`config.mk`:
```
export PLATFORM = sky130hd
export DESIGN_NAME = fpa2_divider
export DESIGN_NICKNAME = d
export VERILOG_FILES = /design/src/hdl/fpa2_pkg.sv /design/src/hdl/fpa2_divider.sv
export SDC_FILE = /design/constraint.sdc
export NUM_CORES = 1
export LEC_CHECK = 0
export BUFFER_PORTS_ARGS = -buffer_cell sky130_fd_sc_hd__buf_2
export CAP_MARGIN = 25
export CORE_UTILIZATION = 32
export CTS_CLUSTER_DIAMETER = 80
export DETAILED_ROUTE_END_ITERATION = 16
export SETUP_SLACK_MARGIN = 0.4
export SYNTH_ARGS = -nofsm -noshare
export SYNTH_HDL_FRONTEND = slang
export SYNTH_SLANG_ARGS = --single-unit
```
`constraint.sdc`:
```
create_clock -name clk -period 4.9 [get_ports clk]
set_input_delay 0.245 -clock clk [delete_from_list [all_inputs] [get_ports clk]]
set_output_delay 0.245 -clock clk [all_outputs]
set_load 0.05 [all_outputs]
```
`src/hdl/fpa2_pkg.sv`:
```
`timescale 1ns / 1ps
// Shared types and constants for the fixed-point arctan2 core.
// No dependencies; imported by every module under hdl/.
package fpa2_pkg;

	// Field widths
	localparam int CoordW = 16;
	localparam int AngleW = 17;

	// Quotient magnitude covers 0..2^14, one quotient bit per divider stage
	localparam int QuoW      = 15;
	localparam int DivStages = QuoW;

	// Polynomial: eight coefficients, seven multiply-add steps
	localparam int PolyTerms = 8;
	localparam int BW        = 18;

	// Input register, divider, square stage, multiply-add steps, final stage
	localparam int PipeLat = 1 + DivStages + 1 + (PolyTerms - 1) + 1;

	// Angle offsets in units of 1/65536 turn
	localparam logic [AngleW-1:0] ANG_ZERO    = 17'h00000;
	localparam logic [AngleW-1:0] ANG_QUARTER = 17'h04000;
	localparam logic [AngleW-1:0] ANG_HALF    = 17'h08000;
	localparam logic [AngleW-1:0] ANG_3QUART  = 17'h0C000;
	localparam logic [AngleW-1:0] ANG_FULL    = 17'h10000;

	// Arctan polynomial coefficients, highest order first
	localparam logic signed [BW-1:0] POLY_COEF [PolyTerms] = '{
		18'sh000A9, 18'sh00390, 18'sh0091C, 18'sh00FB6,
		18'sh016AA, 18'sh02081, 18'sh03651, 18'sh0A2F9
	};

	// Per-item sideband that travels with the quotient
	typedef struct packed {
		logic              axis;        // x or y is zero, angle is fixed
		logic [AngleW-1:0] axis_angle;
		logic              xmaj;        // ratio is y / x
		logic              xneg;
		logic              yneg;
		logic              qneg;        // signed ratio is negative
	} fpa2_side_t;

endpackage

```
`src/hdl/fpa2_divider.sv`:
```
`timescale 1ns / 1ps
// Pipelined restoring divider: (num * 2^14) / den, one quotient bit per stage.
// Depends on fpa2_pkg; requires num <= den.
module fpa2_divider import fpa2_pkg::*; (
	input  logic               clk,
	input  logic               arst_n,
	input  logic               in_vld,
	input  logic [CoordW-1:0]  num,
	input  logic [CoordW-1:0]  den,
	input  fpa2_side_t         in_side,
	output logic               out_vld,
	output logic [QuoW-1:0]    quo,
	output fpa2_side_t         out_side
);

	logic              vld_s  [DivStages];
	logic [CoordW-1:0] rem_s  [DivStages];
	logic [CoordW-1:0] den_s  [DivStages];
	logic [QuoW-1:0]   quo_s  [DivStages];
	fpa2_side_t        side_s [DivStages];

	for (genvar k = 0; k < DivStages; k++) begin : g_stage
		logic [CoordW:0]   cand;
		logic [CoordW-1:0] den_in;
		logic [QuoW-1:0]   quo_in;
		logic              vld_in;
		fpa2_side_t        side_in;
		logic              ge;

		// Select the partial remainder: the numerator first, then shift in a zero
		if (k == 0) begin : g_first
			assign cand    = {1'b0, num};
			assign den_in  = den;
			assign quo_in  = '0;
			assign vld_in  = in_vld;
			assign side_in = in_side;
		end else begin : g_next
			assign cand    = {rem_s[k-1], 1'b0};
			assign den_in  = den_s[k-1];
			assign quo_in  = quo_s[k-1];
			assign vld_in  = vld_s[k-1];
			assign side_in = side_s[k-1];
		end

		assign ge = cand >= {1'b0, den_in};

		// Advance the valid bit
		always_ff @(posedge clk or negedge arst_n) begin
			if (!arst_n) begin
				vld_s[k] <= 1'b0;
			end else begin
				vld_s[k] <= vld_in;
			end
		end

		// Subtract when the divisor fits and append the quotient bit
		always_ff @(posedge clk) begin
			rem_s[k]  <= ge ? CoordW'(cand - {1'b0, den_in}) : cand[CoordW-1:0];
			den_s[k]  <= den_in;
			quo_s[k]  <= {quo_in[QuoW-2:0], ge};
			side_s[k] <= side_in;
		end
	end

	assign out_vld  = vld_s[DivStages-1];
	assign quo      = quo_s[DivStages-1];
	assign out_side = side_s[DivStages-1];

endmodule

```
### Word-level counts from Yosys, hierarchy flattened

Memories as Yosys holds them, arrays and structs flattened.
Cells that the tools add are included.

| storage, ports and cells | value |
|---|---|
| input bits | 57 |
| bits in writable memories | 1035 |
| logic and storage cells | 64 |
| memories | 4 |
| flip-flop bits (word level) | 15 |

Memories:

| memory | depth | bits a word | rd ports | clocked after Yosys merged registers in | wr ports | line | source |
|---|---|---|---|---|---|---|---|
| side_s | 15 | 22 | 15 | 0 | 15 | fpa2_divider.sv:20 | `fpa2_side_t side_s [DivStages];` |
| den_s | 15 | 16 | 14 | 0 | 15 | fpa2_divider.sv:18 | `logic [CoordW-1:0] den_s [DivStages];` |
| rem_s | 15 | 16 | 14 | 0 | 15 | fpa2_divider.sv:17 | `logic [CoordW-1:0] rem_s [DivStages];` |
| quo_s | 15 | 15 | 15 | 0 | 15 | fpa2_divider.sv:19 | `logic [QuoW-1:0] quo_s [DivStages];` |

| cells by class | value |
|---|---|
| $add $sub $neg | 15 |
| order comparisons | 15 |
| muxes and demuxes | 15 |

Operators with widths:

| cell | count |
|---|---|
| 2-to-1 mux 16 bit | 15 |
| subtractor 16 bit | 15 |
| greater-or-equal comparator 17 x 16 -> 1 bit | 14 |
| greater-or-equal comparator 16 bit | 1 |

### Logic depth before layout (Yosys ltp)

An unclocked memory read counts as a cell.

| depth | value |
|---|---|
| depth in word-level cells | 3 |
| mapped depth | 13 |
| depth with buffers taken out | 12 |

### Least setup slack after synthesis

No wires, ideal clock.

| path | value |
|---|---|
| kind | reg2reg |
| start point | mem den_s[9][14] (netlist: den_s[1][30]) |
| end point | mem rem_s[10][5] (netlist: rem_s[1][37]) |
| buffers on the path | 1 |
| arrival | 2.508 ns |
| required time | 4.779 ns |
| slack | 2.271 ns |
| stages on the path, launching flop included | 12 |
| setup time | 0.121 ns |
| clock period less this slack | 2.629 ns |
| cells stage by stage | dfxtp_1 > inv_1 > ha_1 > a21oi_4 > nor2b_1 > or4_4 > or3_4 > a31oi_4 > or2_2 > inv_2 > buf_6 > mux2_4 |

RTL lines:

| item | line |
|---|---|
| start, declared | fpa2_divider.sv:18 |
| end, declared | fpa2_divider.sv:17 |

==> results.json <==
{
  "cts.clk_slew.worst_paths_ns": 0.06,
  "overflow": 0,
  "startpoint_type": "flip-flop",
  "start_util_pct": 32.3,
  "io_buffers": 94,
  "clockBufferDepth": 3,
  "ys_warn_count": 0,
  "fin_setup_tns_ns": 0,
  "netlist.area_leader.share_pct": 55.5,
  "cp-end-kind": "flip-flop",
  "synth_ff_type": "dfxtp_1",
  "fin_crit_ns": 3.34,
  "cts_root_buf": "clkbuf_16",
  "synth.distinct_cells": 78,
  "grt_use_total_pct": 11.1,
  "synth-edff-count": 0,
  "dr_total_vias": 20300,
  "tightest_slew_ns": 0.908,
  "rsz0062_at_grt": "no",
  "ys_seq_area_share_pct": 56.6,
  "syn_inst": 2963,
  "nFillCells": 9747,
  "firstDrtPassIters": 5,
  "final_cell_mix": "898 x dfxtp_1, 299 x inv_1, 239 x ha_1",
  "power_density_nw_per_um2": 710,
  "cp_common_cell": "inv_1",
  "via_per_inst": 4.40,
  "post-cts-setup-buffers": 0,
  "regArea_um2": 18400,
  "syn_nets": 3273,
  "nNetsFinal": 3492,
  "synth.area.top_cells": "dfxtp_1 55%, ha_1 9.2%, inv_1 3.5%",
  "r2r_end": "rem_s[1][59]$_DFF_P_",
  "cts_max_level": 3,
  "grt_pass1_wl_um": 94000,
  "clock_latency_ns": 0.68,
  "crit_slowest_cell": "a21o_1",
  "dr.first_iter.drc_count": 670,
  "rr_worst_depth": 10,
  "stdcell_count": 4621,
  "fp.dieW_um": 320,
  "crit_required_ns": 5.46,
  "first_global_vias": 20100,
  "p_leak_nw": 17.2,
  "synthToLayoutAreaGrowth_pct": 18.6,
  "netlist_area_um2": 32400,
  "worst_hold_slack_ns": 0.207,
  "drv_slew": 0,
  "slew-limit-headroom_pct": 38.6,
  "skew_ns": 0.0405,
  "finalWeightedCongestion": 0.862,
  "dp.cells": 4382,
  "cts_made_buffers": 98,
  "coreArea_um2": 100000,
  "synth_area_leader_cell": "dfxtp_1",
  "cts_resized": 0,
  "multi_input_area_um2": 12800,
  "worst_hold_path.endpoint": "side_s[0][3]$_DFF_P_",
  "rows": 116,
  "grt_max_degree": 31,
  "dieArea_um2": 103000,
  "layout_commonest_cell": "dfxtp_1",
  "fin_crit_sh_pct": 68.2,
  "dp_hpwl_um": 41500,
  "hp-start": "in_side[3]",
  "drc": 0,
  "ios": 95,
  "r2r-start": "den_s[1][33]$_DFF_P_",
  "synth_area_per_cell_um2": 10.9,
  "vdd_drop_max_mv": 0.335,
  "crit_type": "flip-flop to flip-flop",
  "worst-path-buf-inv": 2,
  "hold_depth": 2,
  "status": "complete, no violations",
  "hold_class": "input pin to flip-flop",
  "diodes": 0,
  "ff2ff_setup_slack_ns": 1.56,
  "antenna_found_initial": 0,
  "setup_viol": 0,
  "cp.arrival_ns": 3.90,
  "crit_family": "compound AO/OA/AOI/OAI gates",
  "worst-path-max-fanout": 26,
  "ys_seq_elements": 913,
  "path_cells": "inv_1, ha_1, nor2b_1, o21a_1, o21ai_0, a31oi_1, a211oi_1, a21o_1, inv_1, mux2_2",
  "drive_gt1_share_pct": 12.8,
  "cp-startpoint": "den_s[1][33]$_DFF_P_",
  "clock-sinks": 913,
  "wl_per_cell_um": 12.2,
  "totalWireLength_um": 56400,
  "critical_path.max_stage_delay_ns": 0.68,
  "tritoncts": "yes",
  "synth-async-reset-ratio_pct": 1.64,
  "fmax_mhz": 299,
  "maxCapViolations": 0,
  "ant_nets": 0,
  "hold_viol_final": 0,
  "die_h_um": 320
}
[sequential cells by signal, indices dropped and copies added (netlist names)]
register and cells:
side_s 330, den_s 224, rem_s 224, quo_s 120
g_stage.vld_in 14, out_vld 1
[cells by family after synthesis]
| family | synth area share (%) |
|---|---|
| adder cells (fa/ha/maj) | 10.1 |
| multiplexers | 4.37 |
| flip-flops | 56.6 |
| AO/OA/AOI/OAI | 11.6 |
| buffers and inverters | 4.01 |
| XOR/XNOR | 3.81 |
| AND/OR/NAND/NOR | 9.52 |
[area by class of cell]
class / count / area share, %
clock buffer: 130 / 7.19
sequential: 913 / 47.7
clock inverter: 52 / 1.77
tap: 1357 / 4.42
multi-input combinational: 1715 / 33.2
timing repair buffer: 153 / 2.75
inverter: 301 / 2.94
[repair_timing]
action,in CTS,in global routing
hold endpoints to repair,70,0
hold buffers,57,0
endpoints found under the setup margin,0,0
[cell usage after synthesis, drive strengths merged (6+ instances only)]
cell / count
xor2: 48
o31a: 6
a211oi: 18
or2: 15
or3: 28
a31o: 7
o31ai: 25
dfrtp: 15
nand2: 178
nor4: 18
buf: 16
mux2: 107
nand2b: 38
o21a: 36
a41oi: 6
inv: 301
a21oi: 130
nand4: 27
a211o: 7
ha: 239
mux2i: 16
and2: 10
o21ai: 152
fa: 14
a31oi: 20
o21bai: 14
clkbuf: 18
o211ai: 18
and4: 6
nor2b: 49
xnor2: 93
nor2: 136
a21boi: 12
o311ai: 8
nand3: 40
nor3: 58
and3: 12
a32oi: 6
a21o: 53
dfxtp: 898
nand3b: 7
[power by group]
part	leakage (nW)	internal, W	switching (W)	total (W)
logic	7.80	0.00457	0.00523	0.00979
registers	7.75	0.00919	0.000766	0.00996
clock network	1.66	0.00450	0.00303	0.00754
total	17.2	0.0183	0.00903	0.0273
[metal layers]
metal  up-vias  global-route usage, %  share of wire, %
met5         -                      0                 0
met4         0                   5.47               3.6
met3       135                   2.41               3.9
met2       305                   20.2                50
met1      9323                   12.0                43
li1      10600                      -                 -
[metrics by stage]
| stage | setup slack (ns) | power, W | area [µm²] | utilization (%) |
|---|---|---|---|---|
| 2_1_floorplan | 2.27 | 0.0180 | 32400 | - |
| 3_3_place_gp | 1.65 | 0.0198 | 34400 | 34.3 |
| 3_5_place_dp | 1.58 | 0.0199 | 34400 | 34.3 |
| 4_1_cts | 1.57 | 0.0277 | 38400 | 38.3 |
| 5_1_grt | 1.33 | 0.0293 | 38400 | 38.3 |
| 6_report | 1.56 | 0.0273 | 38400 | 38.3 |
[worst max path at each step]
stage                                       end  depth (start not counted)
after floorplan            rem_s[1][37]$_DFF_P_                         11
after global placement    rem_s[0][110]$_DFF_P_                          9
after detailed placement   rem_s[1][59]$_DFF_P_                         10
after CTS                  rem_s[1][59]$_DFF_P_                         10
after global routing       rem_s[1][59]$_DFF_P_                         10
final                      rem_s[1][59]$_DFF_P_                         10
Note: power is estimated with default switching activity, not from simulation.
